## src/design/rpwc_pkg.sv

```systemverilog
// rpwc_pkg: shared types and constants of the rc pulse width capture block
// used by the channel interfaces, the channel store, the serial divider and the top level
// no dependencies
package rpwc_pkg;

    // fixed field widths
    localparam int ChanW    = 2;
    localparam int TsW      = 32;
    localparam int ValueW   = 15;
    localparam int PctW     = 8;
    localparam int CfgW     = 12;
    localparam int CfgIdxW  = 2;

    // pulse validity window and scaling, microseconds
    localparam int MinValidUs = 500;
    localparam int MaxValidUs = 2500;
    localparam int CentreUs   = 1500;
    localparam int PwmMinRst  = 1000;
    localparam int PwmMaxRst  = 2000;
    localparam int FullScale  = 100;

    // dividend of the percent division: 12 bit magnitude times 100
    localparam int NumW = 19;
    localparam int CntW = $clog2(NumW);

    typedef enum logic [1:0] {
        REQ_EDGE  = 2'd0,
        REQ_READ  = 2'd1,
        REQ_WRITE = 2'd2,
        REQ_NONE  = 2'd3
    } t_req_type;

    typedef enum logic [CfgIdxW-1:0] {
        CFG_OVERRIDE = 2'd0,
        CFG_PWM_MIN  = 2'd1,
        CFG_PWM_MID  = 2'd2,
        CFG_PWM_MAX  = 2'd3
    } t_cfg_idx;

    typedef enum logic [1:0] {
        ST_IDLE,
        ST_PREP,
        ST_DIV,
        ST_EMIT
    } t_state;

    // command from the control fsm to the channel store
    typedef struct packed {
        logic              edge_en;
        logic              ovr_en;
        logic [ChanW-1:0]  channel;
        logic              level;
        logic [TsW-1:0]    timestamp;
        logic [ValueW-1:0] value;
    } t_store_cmd;

    // lookup results from the channel store
    typedef struct packed {
        logic              ch_ok;
        logic [CfgW-1:0]   edge_width;
        logic              updated;
        logic [ValueW-1:0] read_width;
    } t_store_rsp;

endpackage

```

## src/design/rpwc_ifs.sv

```systemverilog
// rpwc_req_if and rpwc_rsp_if: valid/ready channels of the pulse width capture block
// depends on rpwc_pkg
interface rpwc_req_if import rpwc_pkg::*; ();
    logic              valid;
    logic              ready;
    logic [1:0]        req_type;
    logic [ChanW-1:0]  channel;
    logic              level;
    logic [TsW-1:0]    timestamp;
    logic [ValueW-1:0] value;

    modport source (output valid, req_type, channel, level, timestamp, value, input ready);
    modport sink   (input valid, req_type, channel, level, timestamp, value, output ready);
endinterface

interface rpwc_rsp_if import rpwc_pkg::*; ();
    logic                   valid;
    logic                   ready;
    logic [ChanW-1:0]       out_channel;
    logic [ValueW-1:0]      raw_width;
    logic signed [PctW-1:0] percent;
    logic                   width_updated;

    modport source (output valid, out_channel, raw_width, percent, width_updated, input ready);
    modport sink   (input valid, out_channel, raw_width, percent, width_updated, output ready);
endinterface

```

## src/design/rpwc_chan_store.sv

```systemverilog
// rpwc_chan_store: per-channel rise times and measured widths, override widths for channels 0 and 1
// depends on rpwc_pkg
module rpwc_chan_store import rpwc_pkg::*; #(
    parameter int CHAN_COUNT = 4,
    parameter int TIME_BITS  = 32
) (
    input  logic            i_clk,
    input  logic            i_rst_n,
    input  t_store_cmd      i_cmd,
    input  logic            i_override_enable,
    input  logic [CfgW-1:0] i_pwm_mid,
    output t_store_rsp      o_rsp
);

    localparam int ChIdxW = (CHAN_COUNT > 1) ? $clog2(CHAN_COUNT) : 1;

    logic [TIME_BITS-1:0] r_rise_time [CHAN_COUNT];
    logic                 r_rise_seen [CHAN_COUNT];
    logic [CfgW-1:0]      r_meas      [CHAN_COUNT];
    logic [ValueW-1:0]    r_ovr       [2];

    logic                 w_ch_ok;
    logic                 w_ovr_ch;
    logic [ChIdxW-1:0]    w_idx;
    logic [TIME_BITS-1:0] w_ts;
    logic [TIME_BITS-1:0] w_diff;
    logic                 w_in_range;
    logic [CfgW-1:0]      w_meas_next;
    logic                 w_fall_done;

    // channel decode and wrapping time difference
    assign w_ch_ok    = 32'(i_cmd.channel) < CHAN_COUNT;
    assign w_ovr_ch   = i_cmd.channel < ChanW'(2);
    assign w_idx      = ChIdxW'(i_cmd.channel);
    assign w_ts       = TIME_BITS'(i_cmd.timestamp);
    assign w_diff     = w_ts - r_rise_time[w_idx];
    assign w_in_range = (w_diff >= TIME_BITS'(MinValidUs)) && (w_diff <= TIME_BITS'(MaxValidUs));
    assign w_meas_next = w_in_range ? CfgW'(w_diff) : i_pwm_mid;
    assign w_fall_done = w_ch_ok && !i_cmd.level && r_rise_seen[w_idx];

    // lookup results for the item on the input
    always_comb begin
        o_rsp.ch_ok      = w_ch_ok;
        o_rsp.updated    = w_fall_done;
        o_rsp.edge_width = '0;
        o_rsp.read_width = '0;
        if (w_ch_ok) begin
            o_rsp.edge_width = w_fall_done ? w_meas_next : r_meas[w_idx];
            if (i_override_enable && w_ovr_ch) begin
                o_rsp.read_width = r_ovr[i_cmd.channel[0]];
            end else begin
                o_rsp.read_width = ValueW'(r_meas[w_idx]);
            end
        end
    end

    // edge updates
    always_ff @(posedge i_clk) begin
        if (!i_rst_n) begin
            for (int i = 0; i < CHAN_COUNT; i++) begin
                r_rise_time[i] <= '0;
                r_rise_seen[i] <= 1'b0;
                r_meas[i]      <= CfgW'(CentreUs);
            end
        end else if (i_cmd.edge_en && w_ch_ok) begin
            if (i_cmd.level) begin
                r_rise_time[w_idx] <= w_ts;
                r_rise_seen[w_idx] <= 1'b1;
            end else if (r_rise_seen[w_idx]) begin
                r_meas[w_idx]      <= w_meas_next;
                r_rise_seen[w_idx] <= 1'b0;
            end
        end
    end

    // override width writes
    always_ff @(posedge i_clk) begin
        if (!i_rst_n) begin
            r_ovr[0] <= ValueW'(CentreUs);
            r_ovr[1] <= ValueW'(CentreUs);
        end else if (i_cmd.ovr_en && w_ovr_ch) begin
            r_ovr[i_cmd.channel[0]] <= i_cmd.value;
        end
    end

endmodule

```

## src/design/rpwc_serial_div.sv

```systemverilog
// rpwc_serial_div: restoring divider, one quotient bit per cycle
// depends on rpwc_pkg
module rpwc_serial_div import rpwc_pkg::*; (
    input  logic            i_clk,
    input  logic            i_rst_n,
    input  logic            i_start,
    input  logic [NumW-1:0] i_num,
    input  logic [CfgW-1:0] i_den,
    output logic            o_done,
    output logic [NumW-1:0] o_quot
);

    logic            r_busy;
    logic            r_done;
    logic [CntW-1:0] r_cnt;
    logic [CfgW-1:0] r_den;
    logic [CfgW-1:0] r_rem;
    logic [NumW-1:0] r_quot;

    logic [CfgW:0]   w_rem_sh;
    logic            w_ge;
    logic [CfgW:0]   w_rem_sub;

    // shift in the next dividend bit and trial-subtract
    assign w_rem_sh  = {r_rem, r_quot[NumW-1]};
    assign w_ge      = w_rem_sh >= {1'b0, r_den};
    assign w_rem_sub = w_rem_sh - {1'b0, r_den};

    // control
    always_ff @(posedge i_clk) begin
        if (!i_rst_n) begin
            r_busy <= 1'b0;
            r_done <= 1'b0;
            r_cnt  <= '0;
        end else begin
            r_done <= 1'b0;
            if (i_start) begin
                r_busy <= 1'b1;
                r_cnt  <= '0;
            end else if (r_busy) begin
                r_cnt <= r_cnt + 1'b1;
                if (r_cnt == CntW'(NumW - 1)) begin
                    r_busy <= 1'b0;
                    r_done <= 1'b1;
                end
            end
        end
    end

    // datapath: dividend shifts out of r_quot while quotient bits shift in
    always_ff @(posedge i_clk) begin
        if (i_start) begin
            r_den  <= i_den;
            r_rem  <= '0;
            r_quot <= i_num;
        end else if (r_busy) begin
            r_rem  <= w_ge ? CfgW'(w_rem_sub) : CfgW'(w_rem_sh);
            r_quot <= {r_quot[NumW-2:0], w_ge};
        end
    end

    assign o_done = r_done;
    assign o_quot = r_quot;

endmodule

```

## src/design/rc_pulse_width_capture_core.sv

```systemverilog
// rc_pulse_width_capture_core: top level of the rc servo pulse width capture block
// depends on rpwc_pkg, rpwc_ifs, rpwc_chan_store and rpwc_serial_div
//
// usage
//   i_req carries edge, read and override write requests; o_rsp carries one result
//   per edge or read request. write and unused request types give no result.
//   configuration (override enable, pwm min/mid/max) goes through a plain write
//   port: i_cfg_we, i_cfg_idx, i_cfg_data; write it only while the block is idle.
// sequence
//   an edge request is captured into the pending result on accept, and the emit state
//   then loads it into the output register; the next request is accepted only once
//   the fsm is back in idle. a read request is captured on accept; the prep state
//   clamps and scales the width and loads it into the bit-serial restoring divider;
//   when the divider is done, the percent is saturated, signed and held in the
//   pending result, and the emit state then loads the output register.
//   reads of a missing channel or with pwm_max <= pwm_mid skip the divider and
//   go from the prep state straight to the emit state.
//   one request is in flight at a time; i_req.ready is high while the fsm is idle.
// reset
//   synchronous active-low; channel widths and override widths return to 1500,
//   rise marks clear and the configuration returns to 0/1000/1500/2000.
// stall
//   the output register holds a result until taken; the next request is accepted
//   and worked on meanwhile, and its result waits until the output register frees.
module rc_pulse_width_capture_core import rpwc_pkg::*; #(
    parameter int CHAN_COUNT = 4,
    parameter int TIME_BITS  = 32
) (
    input  logic               i_clk,
    input  logic               i_rst_n,
    rpwc_req_if.sink           i_req,
    rpwc_rsp_if.source         o_rsp,
    input  logic               i_cfg_we,
    input  logic [CfgIdxW-1:0] i_cfg_idx,
    input  logic [CfgW-1:0]    i_cfg_data
);

    // configuration registers
    logic            r_override_enable;
    logic [CfgW-1:0] r_pwm_min;
    logic [CfgW-1:0] r_pwm_mid;
    logic [CfgW-1:0] r_pwm_max;

    // fsm and pending result
    t_state                 r_state;
    t_state                 n_state;
    logic                   r_ch_ok;
    logic [ChanW-1:0]       r_res_chan;
    logic [ValueW-1:0]      r_res_raw;
    logic signed [PctW-1:0] r_res_pct;
    logic                   r_res_upd;
    logic                   r_neg;

    // output register
    logic                   r_out_valid;
    logic [ChanW-1:0]       r_out_chan;
    logic [ValueW-1:0]      r_out_raw;
    logic signed [PctW-1:0] r_out_pct;
    logic                   r_out_upd;

    t_req_type       w_req_type;
    logic            w_accept;
    logic            w_out_free;
    logic            w_ready;
    logic            w_div_start;
    logic            w_load_out;
    t_store_cmd      w_cmd;
    t_store_rsp      w_srsp;
    logic            w_div_done;
    logic [NumW-1:0] w_quot;

    // prep stage arithmetic
    logic [ValueW-1:0] w_clamp_lo;
    logic [ValueW-1:0] w_clamp_hi;
    logic [CfgW:0]     w_delta;
    logic [CfgW-1:0]   w_mag;
    logic [NumW-1:0]   w_num;
    logic [CfgW-1:0]   w_den;
    logic              w_scale_ok;
    logic [PctW-2:0]   w_sat;

    assign w_req_type = t_req_type'(i_req.req_type);
    assign w_accept   = i_req.valid && w_ready;
    assign w_out_free = !r_out_valid || o_rsp.ready;

    // configuration writes
    always_ff @(posedge i_clk) begin
        if (!i_rst_n) begin
            r_override_enable <= 1'b0;
            r_pwm_min         <= CfgW'(PwmMinRst);
            r_pwm_mid         <= CfgW'(CentreUs);
            r_pwm_max         <= CfgW'(PwmMaxRst);
        end else if (i_cfg_we) begin
            case (t_cfg_idx'(i_cfg_idx))
                CFG_OVERRIDE: r_override_enable <= i_cfg_data[0];
                CFG_PWM_MIN:  r_pwm_min <= i_cfg_data;
                CFG_PWM_MID:  r_pwm_mid <= i_cfg_data;
                CFG_PWM_MAX:  r_pwm_max <= i_cfg_data;
                default: ;
            endcase
        end
    end

    // channel store command
    always_comb begin
        w_cmd.edge_en   = w_accept && (w_req_type == REQ_EDGE);
        w_cmd.ovr_en    = w_accept && (w_req_type == REQ_WRITE);
        w_cmd.channel   = i_req.channel;
        w_cmd.level     = i_req.level;
        w_cmd.timestamp = i_req.timestamp;
        w_cmd.value     = i_req.value;
    end

    rpwc_chan_store #(
        .CHAN_COUNT (CHAN_COUNT),
        .TIME_BITS  (TIME_BITS)
    ) u_store (
        .i_clk             (i_clk),
        .i_rst_n           (i_rst_n),
        .i_cmd             (w_cmd),
        .i_override_enable (r_override_enable),
        .i_pwm_mid         (r_pwm_mid),
        .o_rsp             (w_srsp)
    );

    // clamp to min then max, signed offset from mid, scale by 100
    assign w_clamp_lo = (r_res_raw < ValueW'(r_pwm_min)) ? ValueW'(r_pwm_min) : r_res_raw;
    assign w_clamp_hi = (w_clamp_lo > ValueW'(r_pwm_max)) ? ValueW'(r_pwm_max) : w_clamp_lo;
    assign w_delta    = {1'b0, CfgW'(w_clamp_hi)} - {1'b0, r_pwm_mid};
    assign w_mag      = w_delta[CfgW] ? CfgW'(-w_delta) : CfgW'(w_delta);
    assign w_num      = NumW'(w_mag) * NumW'(FullScale);
    assign w_den      = r_pwm_max - r_pwm_mid;
    assign w_scale_ok = r_ch_ok && (r_pwm_max > r_pwm_mid);

    rpwc_serial_div u_div (
        .i_clk   (i_clk),
        .i_rst_n (i_rst_n),
        .i_start (w_div_start),
        .i_num   (w_num),
        .i_den   (w_den),
        .o_done  (w_div_done),
        .o_quot  (w_quot)
    );

    // saturate the quotient at full scale
    assign w_sat = (w_quot > NumW'(FullScale)) ? (PctW-1)'(FullScale) : (PctW-1)'(w_quot);

    // next state
    always_comb begin
        n_state = r_state;
        case (r_state)
            ST_IDLE: begin
                if (w_accept) begin
                    if (w_req_type == REQ_EDGE) begin
                        n_state = ST_EMIT;
                    end else if (w_req_type == REQ_READ) begin
                        n_state = ST_PREP;
                    end
                end
            end
            ST_PREP: n_state = w_scale_ok ? ST_DIV : ST_EMIT;
            ST_DIV: begin
                if (w_div_done) begin
                    n_state = ST_EMIT;
                end
            end
            ST_EMIT: begin
                if (w_out_free) begin
                    n_state = ST_IDLE;
                end
            end
            default: n_state = ST_IDLE;
        endcase
    end

    // fsm outputs
    always_comb begin
        w_ready     = 1'b0;
        w_div_start = 1'b0;
        w_load_out  = 1'b0;
        case (r_state)
            ST_IDLE: w_ready     = 1'b1;
            ST_PREP: w_div_start = w_scale_ok;
            ST_DIV:  ;
            ST_EMIT: w_load_out  = w_out_free;
            default: ;
        endcase
    end

    always_ff @(posedge i_clk) begin
        if (!i_rst_n) begin
            r_state <= ST_IDLE;
        end else begin
            r_state <= n_state;
        end
    end

    // pending result capture
    always_ff @(posedge i_clk) begin
        if (r_state == ST_IDLE && w_accept) begin
            r_res_chan <= i_req.channel;
            r_ch_ok    <= w_srsp.ch_ok;
            r_res_pct  <= '0;
            if (w_req_type == REQ_EDGE) begin
                r_res_raw <= ValueW'(w_srsp.edge_width);
                r_res_upd <= w_srsp.updated;
            end else begin
                r_res_raw <= w_srsp.read_width;
                r_res_upd <= 1'b0;
            end
        end else if (r_state == ST_PREP) begin
            r_neg <= w_delta[CfgW];
        end else if (r_state == ST_DIV && w_div_done) begin
            r_res_pct <= r_neg ? -$signed({1'b0, w_sat}) : $signed({1'b0, w_sat});
        end
    end

    // output register
    always_ff @(posedge i_clk) begin
        if (!i_rst_n) begin
            r_out_valid <= 1'b0;
        end else if (w_load_out) begin
            r_out_valid <= 1'b1;
        end else if (o_rsp.ready) begin
            r_out_valid <= 1'b0;
        end
    end

    always_ff @(posedge i_clk) begin
        if (w_load_out) begin
            r_out_chan <= r_res_chan;
            r_out_raw  <= r_res_raw;
            r_out_pct  <= r_res_pct;
            r_out_upd  <= r_res_upd;
        end
    end

    assign i_req.ready         = w_ready;
    assign o_rsp.valid         = r_out_valid;
    assign o_rsp.out_channel   = r_out_chan;
    assign o_rsp.raw_width     = r_out_raw;
    assign o_rsp.percent       = r_out_pct;
    assign o_rsp.width_updated = r_out_upd;

endmodule
```

## src/flat_wrapper.sv

```systemverilog
// flat-port wrapper written by rule: the top's interface ports become plain ports
module rc_pulse_width_capture_core_flat import rpwc_pkg::*;
#(
    parameter int CHAN_COUNT = 4,
    parameter int TIME_BITS  = 32
)
  (i_clk, i_rst_n, i_cfg_we, i_cfg_idx, i_cfg_data, i_req_valid, i_req_req_type, i_req_channel, i_req_level, i_req_timestamp, i_req_value, i_req_ready, o_rsp_valid, o_rsp_out_channel, o_rsp_raw_width, o_rsp_percent, o_rsp_width_updated, o_rsp_ready);
  rpwc_req_if i_req_i ();
  rpwc_rsp_if o_rsp_i ();
  input  logic i_clk;
  input  logic i_rst_n;
  input  logic i_cfg_we;
  input  logic [CfgIdxW-1:0] i_cfg_idx;
  input  logic [CfgW-1:0] i_cfg_data;
  input wire logic [$bits(i_req_i.valid)-1:0] i_req_valid;
  input wire logic [$bits(i_req_i.req_type)-1:0] i_req_req_type;
  input wire logic [$bits(i_req_i.channel)-1:0] i_req_channel;
  input wire logic [$bits(i_req_i.level)-1:0] i_req_level;
  input wire logic [$bits(i_req_i.timestamp)-1:0] i_req_timestamp;
  input wire logic [$bits(i_req_i.value)-1:0] i_req_value;
  output wire logic [$bits(i_req_i.ready)-1:0] i_req_ready;
  output wire logic [$bits(o_rsp_i.valid)-1:0] o_rsp_valid;
  output wire logic [$bits(o_rsp_i.out_channel)-1:0] o_rsp_out_channel;
  output wire logic [$bits(o_rsp_i.raw_width)-1:0] o_rsp_raw_width;
  output wire logic [$bits(o_rsp_i.percent)-1:0] o_rsp_percent;
  output wire logic [$bits(o_rsp_i.width_updated)-1:0] o_rsp_width_updated;
  input wire logic [$bits(o_rsp_i.ready)-1:0] o_rsp_ready;
  assign i_req_i.valid = i_req_valid;
  assign i_req_i.req_type = i_req_req_type;
  assign i_req_i.channel = i_req_channel;
  assign i_req_i.level = i_req_level;
  assign i_req_i.timestamp = i_req_timestamp;
  assign i_req_i.value = i_req_value;
  assign i_req_ready = i_req_i.ready;
  assign o_rsp_valid = o_rsp_i.valid;
  assign o_rsp_out_channel = o_rsp_i.out_channel;
  assign o_rsp_raw_width = o_rsp_i.raw_width;
  assign o_rsp_percent = o_rsp_i.percent;
  assign o_rsp_width_updated = o_rsp_i.width_updated;
  assign o_rsp_i.ready = o_rsp_ready;
  rc_pulse_width_capture_core #(.CHAN_COUNT(CHAN_COUNT), .TIME_BITS(TIME_BITS)) u_core (.i_clk(i_clk), .i_rst_n(i_rst_n), .i_req(i_req_i), .o_rsp(o_rsp_i), .i_cfg_we(i_cfg_we), .i_cfg_idx(i_cfg_idx), .i_cfg_data(i_cfg_data));
endmodule
```

## config.mk

```make
export PLATFORM = sky130hd
export DESIGN_NAME = rc_pulse_width_capture_core_flat
export DESIGN_NICKNAME = d
export VERILOG_FILES = /design/src/design/rpwc_pkg.sv /design/src/design/rpwc_ifs.sv /design/src/design/rpwc_chan_store.sv /design/src/design/rpwc_serial_div.sv /design/src/design/rc_pulse_width_capture_core.sv /design/src/flat_wrapper.sv
export SDC_FILE = /design/constraint.sdc
export NUM_CORES = 1
export LEC_CHECK = 0
export BUFFER_PORTS_ARGS = -buffer_cell sky130_fd_sc_hd__buf_2
export CAP_MARGIN = 10
export CORE_MARGIN = 2
export CORE_UTILIZATION = 35
export DETAILED_ROUTE_END_ITERATION = 10
export PLACE_DENSITY = 0.56
export SYNTH_ARGS = -nofsm -noshare
export SYNTH_HDL_FRONTEND = slang
export SYNTH_SLANG_ARGS = --single-unit
```

## constraint.sdc

```tcl
create_clock -name i_clk -period 10 [get_ports i_clk]
set_input_delay 0.5 -clock i_clk [delete_from_list [all_inputs] [get_ports i_clk]]
set_output_delay 0.5 -clock i_clk [all_outputs]
set_load 0.05 [all_outputs]
```

==> results of run 1 <==
-- cells in the mapped netlist, types with 22 or more instances --
| cell | n |
|---|---|
| sky130_fd_sc_hd__clkbuf_1 | 74 |
| sky130_fd_sc_hd__nor2b_1 | 30 |
| sky130_fd_sc_hd__o21ai_0 | 98 |
| sky130_fd_sc_hd__mux2_2 | 25 |
| sky130_fd_sc_hd__nand2_1 | 186 |
| sky130_fd_sc_hd__xnor2_1 | 31 |
| sky130_fd_sc_hd__inv_1 | 130 |
| sky130_fd_sc_hd__o211ai_1 | 31 |
| sky130_fd_sc_hd__and3_1 | 129 |
| sky130_fd_sc_hd__nor2_1 | 100 |
| sky130_fd_sc_hd__nand4_1 | 22 |
| sky130_fd_sc_hd__nand3_1 | 43 |
| sky130_fd_sc_hd__a21oi_1 | 88 |
| sky130_fd_sc_hd__ha_1 | 137 |
| sky130_fd_sc_hd__a21boi_0 | 24 |
| sky130_fd_sc_hd__xor2_1 | 29 |
| sky130_fd_sc_hd__mux2i_1 | 24 |
| sky130_fd_sc_hd__mux4_2 | 45 |
| sky130_fd_sc_hd__dfxtp_1 | 72 |
| sky130_fd_sc_hd__nor3_1 | 27 |
| sky130_fd_sc_hd__edfxtp_1 | 281 |
-- flip-flops by register name (all words and copies together), names as in the netlist, 2 cells and up --
name	cells
u_core.u_store.r_rise_time	128
u_core.u_store.r_meas	48
u_core.u_store.r_ovr	30
u_core.u_div.o_quot	19
u_core.o_rsp.raw_width	15
u_core.r_res_raw	15
u_core.r_pwm_max	12
u_core.r_pwm_mid	12
u_core.r_pwm_min	12
u_core.u_div.r_den	12
u_core.u_div.r_rem	12
u_core.o_rsp.percent	8
u_core.r_res_pct	8
u_core.u_div.r_cnt	5
u_core.u_store.r_rise_seen	4
u_core.o_rsp.out_channel	2
u_core.r_res_chan	2
u_core.r_state	2
-- critical path: cells and delay by family (launching register included) --
kind | cells | cell delay (ns)
mux | 2 | 0.71
fa+ha+maj | 8 | 2.39
compound gates | 27 | 4.41
simple gates | 5 | 0.68
flops | 1 | 0.38
xor+xnor | 1 | 0.22
buf+inv | 4 | 0.43
-- stage by stage --
step	cells	worst slack (ns)	power [mW]	setup TNS, ns
after floorplan	1902	0.0223	3.79	0
after global routing	2797	-0.0143	6.60	-0.0143
after detailed placement	2710	-0.200	4.34	-0.312
after global placement	2710	0.146	4.30	0
final	2800	0.495	6.12	0
after CTS	2790	0.00616	5.87	0
-- repair_timing --
action                     CTS  global route
setup buffers                3             6
pin swaps                    3            24
setup endpoints to repair    2             6
gates resized for setup      4            45
hold buffers                 0             0
-- worst max path at each step --
stage,start,endpoint
detailed placement,u_core.r_res_raw[1],u_core.u_div.o_quot[18]
floorplan,u_core.r_res_raw[1],u_core.u_div.o_quot[18]
global route,u_core.r_res_raw[1],u_core.u_div.o_quot[18]
global placement,u_core.r_res_raw[1],u_core.u_div.o_quot[18]
CTS,u_core.r_res_raw[1],u_core.u_div.o_quot[18]
finish,u_core.r_res_raw[1],u_core.u_div.o_quot[18]
-- cells by family after synthesis --
family          Yosys count  synth area share
buf+inv                 223            0.0435
xor+xnor                 60            0.0255
flops                   353             0.479
mux                     104            0.0812
fa+ha+maj               148            0.0937
compound gates          375             0.120
simple gates            639             0.157
-- where the power goes --
group	internal, mW	leakage (nW)	switching [mW]	total [mW]
combinational	1.25	5.37	1.55	2.80
clock	0.836	0.635	0.629	1.47
sequential	1.76	3.26	0.0892	1.85
-- per-layer routing --
| layer | up-vias | track usage | share of wire |
|---|---|---|---|
| met5 | - | 0 | 0.00022 |
| met4 | 2 | 0.0478 | 0.022 |
| met3 | 80 | 0.0275 | 0.048 |
| met2 | 313 | 0.298 | 0.49 |
| met1 | 7298 | 0.239 | 0.44 |
| li1 | 7205 | - | - |
-- final cells by class --
| type | count | area [um^2] |
|---|---|---|
| Fill cell | 5623 | 35100 |
| Clock buffer | 56 | 1140 |
| Inverter | 130 | 488 |
| Antenna cell | 4 | 10.0 |
| Clock inverter | 21 | 158 |
| Sequential cell | 353 | 9880 |
| Tap cell | 773 | 967 |
| Multi-Input combinational cell | 1326 | 10200 |
| Timing Repair Buffer | 137 | 793 |
==> impl_results.md, run 1 <==
* Highest attainable clock frequency at between 0.1 and 0.15 GHz
* First-pass GRT wire length at ~84 mm
* H-Tree Level Count at 2
* Cells after synthesis at 1902
* Count of distinct cell types in the synthesized netlist at 76
* Post-synthesis net count at between 2k and 2.5k
* Final estimated routing congestion in global placement at just over 0.9
* Clock buffers created by TritonCTS at 42
* Crit path time final at 9.51 ns
* DRC viols at 0
* Static leakage power at approximately 9.3 nW
* Min-Delay Path Depth at 3
* Routed WL per cell at slightly below 20 um
* Flip-flop and latch count after synthesis at approximately 350
* Asr flop ratio synth at 0
* Most common library cell in the layout ignoring fill and taps: sky130_fd_sc_hd__edfxtp_1
* Max Root-Sink Buffers at 3
* Placed cell area at 22000 um^2
* Netlist area before placement at a little over 20000 um^2
* First drt pass iteration count at 5
* Post-synth EDFFs at 281
* Total power per unit cell area at approximately 260 nW/um^2
* Core ar. at around 60000 um^2
* Final clock skew at about 0.028 ns
* Post-layout utilization of the core at 0.403
* End point of the most critical hold path: u_core.r_pwm_max[6]
* Antenna violations before repair at 6
* Starting Density at 0.352
* Count of port buffers added during placement at 98
* Hold wc startpoint: i_cfg_data[6]
* Worst Path Arrival at 9.82 ns
* Placed wire-length estimate after detailed placement at 38.8 mm
* Outcome: finished, final reports clean
* Overflow left after global routing at 0
* Row Count at 89
* Total Die Area at between 60000 and 70000 um^2
* Synth area leaders: sky130_fd_sc_hd__edfxtp_1 (41%), sky130_fd_sc_hd__ha_1 (8.3%), sky130_fd_sc_hd__dfxtp_1 (7.0%)
* Worst-case reg-to-reg path depth at 47
* Synthesized area divided by synthesized cell count at ~11 um^2
* Final Hold Viols at 0
* Skew-Pair Late Insertion Delay at 0.58 ns
* Via count at between 10k and 15k
* Number of nets with antenna violations after detailed routing at 0
* Maximum number of pins on one net before global-route repair at 94
* Via count of the first global-routing pass at 14.7k
* CP Data Required Time at about 10 ns
* Number of clock sinks at ~350
* Post-Layout Inst Area at roughly 24000 um^2
* Total of max-cap violations at 0
* Post-route clock period utilization at 0.951
* Relative area change from synthesis to final layout at 14.4%
* Buffer cell driving the clock tree root: sky130_fd_sc_hd__clkbuf_16
* TritonCTS clock tree: built
* Final wirelength at between 50 and 60 mm
* Longest individual stage delay on the worst path at 0.50 ns
* Worst-case hold slack at roughly 0.21 ns
* Fraction of layout instances using a drive strength above 1 at 0.176
* Routed vias/inst at around 5.3
* Startpoint type of the worst setup path: flip-flop
* Critical path capture point type: flip-flop
* Die W at about 250 um
* Maximum ir drop on the vdd rail at 0.000426 V
* Actual transition at the worst max-transition pin at around 1.1 ns
* Crit-path slowest cell: sky130_fd_sc_hd__fa_1
* Initial drt markers at 1048
* Most frequent cell on the critical path: sky130_fd_sc_hd__o21a_1
* Layout net count at roughly 2.2k
* Worst-case headroom to the max-slew limit at 0.284
* Overall routing resource usage at 0.178
* Portion of the post-synthesis area used by sequential elements at 0.479
* Hold Path Class: in -> reg
* Warnings, synthesis at 0
* Dominant register cell in the synthesized netlist: sky130_fd_sc_hd__edfxtp_1
* Clock Pin Slew Worst Setup and Hold Paths at 0.06 ns
* CP Max Fanout at 5
* Library cell occupying the most area in the post-synthesis netlist: sky130_fd_sc_hd__edfxtp_1
* Reg-to-reg endpoint: u_core.u_div.o_quot[18]
* Register-to-register path setup slack at roughly 0.49 ns
* Yosys top cell area share at 0.409
* Number of slew-limit violations in the final report at 0
* Endpoints failing setup at 0
* FF-to-FF Start: u_core.r_res_raw[1]
* Commonest non-fill, non-tap cells in the layout: sky130_fd_sc_hd__edfxtp_1 (281), sky130_fd_sc_hd__nand2_1 (186), sky130_fd_sc_hd__and3_1 (128)
* Kind of critical path: reg -> reg
* Chip Height at ~250 um
* Top Ports at a little under 100
No activity file was read; power rests on OpenSTA's default activity.
==> inputs of run 2 (changes only) <==
--- a/config.mk
+++ b/config.mk
@@ -10,6 +10,7 @@
 export CORE_MARGIN = 2
 export CORE_UTILIZATION = 35
 export DETAILED_ROUTE_END_ITERATION = 10
+export GPL_TIMING_DRIVEN = 0
 export PLACE_DENSITY = 0.56
 export SYNTH_ARGS = -nofsm -noshare
 export SYNTH_HDL_FRONTEND = slang
==> run 2 against run 1 <==
  * Via count is 4.5% higher
  * Critical path depth down 1
  * Fmax decreased by 2.7%
  * Highest routed layer unchanged
  * Critical path type unchanged
  * Sequential power about the same
  * Routed wire length rose by 5.8%
==> impl_results.md, run 2 (synthesis gave the netlist of run 1 again) <==
* CP Data Required Time at between 10 and 15 ns
* Buffer cell driving the clock tree root: sky130_fd_sc_hd__clkbuf_16
* Flip-flop count of the largest register, all copies and words added at roughly 130
* Endpoints failing setup at 0
* Met3 routing resource usage after global routing at 0.0289
* First-pass GRT wire length at ~88 mm
* Number of slew-limit violations in the final report at 0
* Total Die Area at just over 60000 um^2
* Static leakage power at 9.48 nW
* Most common library cell in the layout ignoring fill and taps: sky130_fd_sc_hd__edfxtp_1
* Clock Pin Slew Worst Setup and Hold Paths at ~0.06 ns
* Antenna violations before repair at 7
* Placed wire-length estimate after detailed placement at between 40 and 50 mm
* Hold Path Class: in -> reg
* Clk network pwr share at 0.237
* Overflow left after global routing at 0
* Final clock skew at 0.0531 ns
* GR Util met1 at 0.251
* Number of clock sinks at roughly 350
* First drt pass iteration count at 5
* Total power per unit cell area at between 200 and 300 nW/um^2
* Layout net count at 2297
* Worst-case hold slack at 0.114 ns
* Critical path capture point type: flip-flop
* Fin cells at 2886
* Overall routing resource usage at 0.188
* Count of port buffers added during placement at 98
* NetSw at around 2.3 mW
* Final estimated routing congestion in global placement at 0.879
* Register containing the most flip-flops in the final layout: u_core.u_store.r_rise_time
* CP Max Fanout at 5
* Longest individual stage delay on the worst path at approximately 0.53 ns
* DRC viols at 0
* Worst-case headroom to the max-slew limit at 0.216
* Final wirelength at slightly below 60 mm
* Post-route clock period utilization at 0.977
* Routed vias/inst at between 5 and 6
* H-Tree Level Count at 2
* Crit-path slowest cell: sky130_fd_sc_hd__fa_1
* Starting Density at 0.352
* Final Hold Viols at 0
* Relative area change from synthesis to final layout at 17.4%
* Worst Path Arrival at roughly 10 ns
* Chip Height at 247 um
* Core ar. at 58700 um^2
* Number of nets with antenna violations after detailed routing at 0
* Commonest non-fill, non-tap cells in the layout: sky130_fd_sc_hd__edfxtp_1 (281), sky130_fd_sc_hd__nand2_1 (184), sky130_fd_sc_hd__and3_1 (128)
* Power share of the sequential group at 0.290
* Highest attainable clock frequency at around 0.10 GHz
* Actual transition at the worst max-transition pin at around 1.2 ns
* TritonCTS clock tree: built
* Fraction of layout instances using a drive strength above 1 at 0.175
* Combinational cell fraction of total power at 0.473
* Kind of critical path: reg -> reg
* Row Count at 89
* Outcome: finished, final reports clean
* Startpoint type of the worst setup path: flip-flop
* Largest registers: u_core.u_store.r_rise_time x128, u_core.u_store.r_meas x48, u_core.u_store.r_ovr x30
* Routed WL per cell at 20.2 um
* Via count at between 15k and 20k
* Clock buffers created by TritonCTS at just over 40
* Global Route met2 Usage at 0.314
* Die W at between 200 and 250 um
* Internal Dissipation at 4.02 mW
* Gr busiest metal: met2
* Top Ports at between 90 and 100
* Unrepaired setup endpoints after global routing: true
* Crit path time final at slightly below 10 ns
* Skew-Pair Late Insertion Delay at 0.59 ns
* DP Cell Count at around 2.8k
* Maximum ir drop on the vdd rail at between 0.0003 and 0.0004 V
* Max Root-Sink Buffers at 3
* Most frequent cell on the critical path: sky130_fd_sc_hd__o21a_1
* Maximum number of pins on one net before global-route repair at 33
* Switch share at 0.369
* Total of max-cap violations at 0
* Post-CTS Hold Buffers at 0
* Initial drt markers at 1348
* Via count of the first global-routing pass at 15.4k
## run 2: area by class of cell
| class | instances | area (um^2) |
|---|---|---|
| buffer | 92 | 440 |
| timing repair buffer | 134 | 846 |
| clock buffer | 54 | 1130 |
| tap | 773 | 967 |
| inverter | 130 | 488 |
| fill | 5551 | 34500 |
| sequential | 353 | 9880 |
| antenna | 6 | 15.0 |
| clock inverter | 18 | 200 |
| multi-input combinational | 1326 | 10300 |
## run 2: stage by stage
step                      setup WS, ns  power, mW  setup TNS, ns  instance area [um^2]   util
after floorplan                 0.0223       3.79              0                 20600      -
after global placement           -1.40       4.32          -7.83                 22100  0.377
after detailed placement         -1.48       4.33          -8.27                 22200  0.379
after CTS                     0.000214       5.96              0                 23800  0.405
after global routing            -0.169       6.82         -0.312                 24200  0.413
final                            0.231       6.37              0                 24200  0.413
## run 2: worst paths after layout
check                                  to  slack (ns)  depth (start not counted)           startpoint
setup / recovery  u_core.u_div.o_quot[18]        0.23                         46  u_core.r_res_raw[1]
hold / removal       u_core.r_res_chan[0]        0.11                          1     i_req_channel[0]
setup reg to reg  u_core.u_div.o_quot[18]        0.23                         46  u_core.r_res_raw[1]
hold reg to reg   u_core.o_rsp.percent[7]        0.43                          0  u_core.r_res_pct[7]
## run 2: timing repair
item                                    in CTS  in global routing
endpoints found under the setup margin      11                  5
cloned                                       0                  1
pin swaps                                    8                 40
setup buffers                               11                 19
resized for setup                           27                 50
## run 2: layer usage
layer,up-vias,share of wire
li1,7384,-
met1,7641,0.44
met2,444,0.48
met3,100,0.056
met4,2,0.024
met5,-,0.00017
## run 2: critical path, delay by kind of cell (launching register included)
kind	cells	cell delay, ns
AO/OA/AOI/OAI	26	4.66
XOR/XNOR	1	0.22
adder cells (fa/ha/maj)	7	2.05
buffers and inverters	4	0.48
flip-flops	1	0.47
multiplexers	2	0.67
AND/OR/NAND/NOR	6	0.97
## run 2: power by group through the flow
stage          Combinational (mW)  Sequential (mW)  Clock (mW)
2_1_floorplan                1.91             1.87           0
3_3_place_gp                 2.44             1.88           0
3_5_place_dp                 2.45             1.88           0
4_1_cts                      2.57             1.85        1.54
5_1_grt                      3.37             1.86        1.59
6_report                     3.01             1.85        1.51
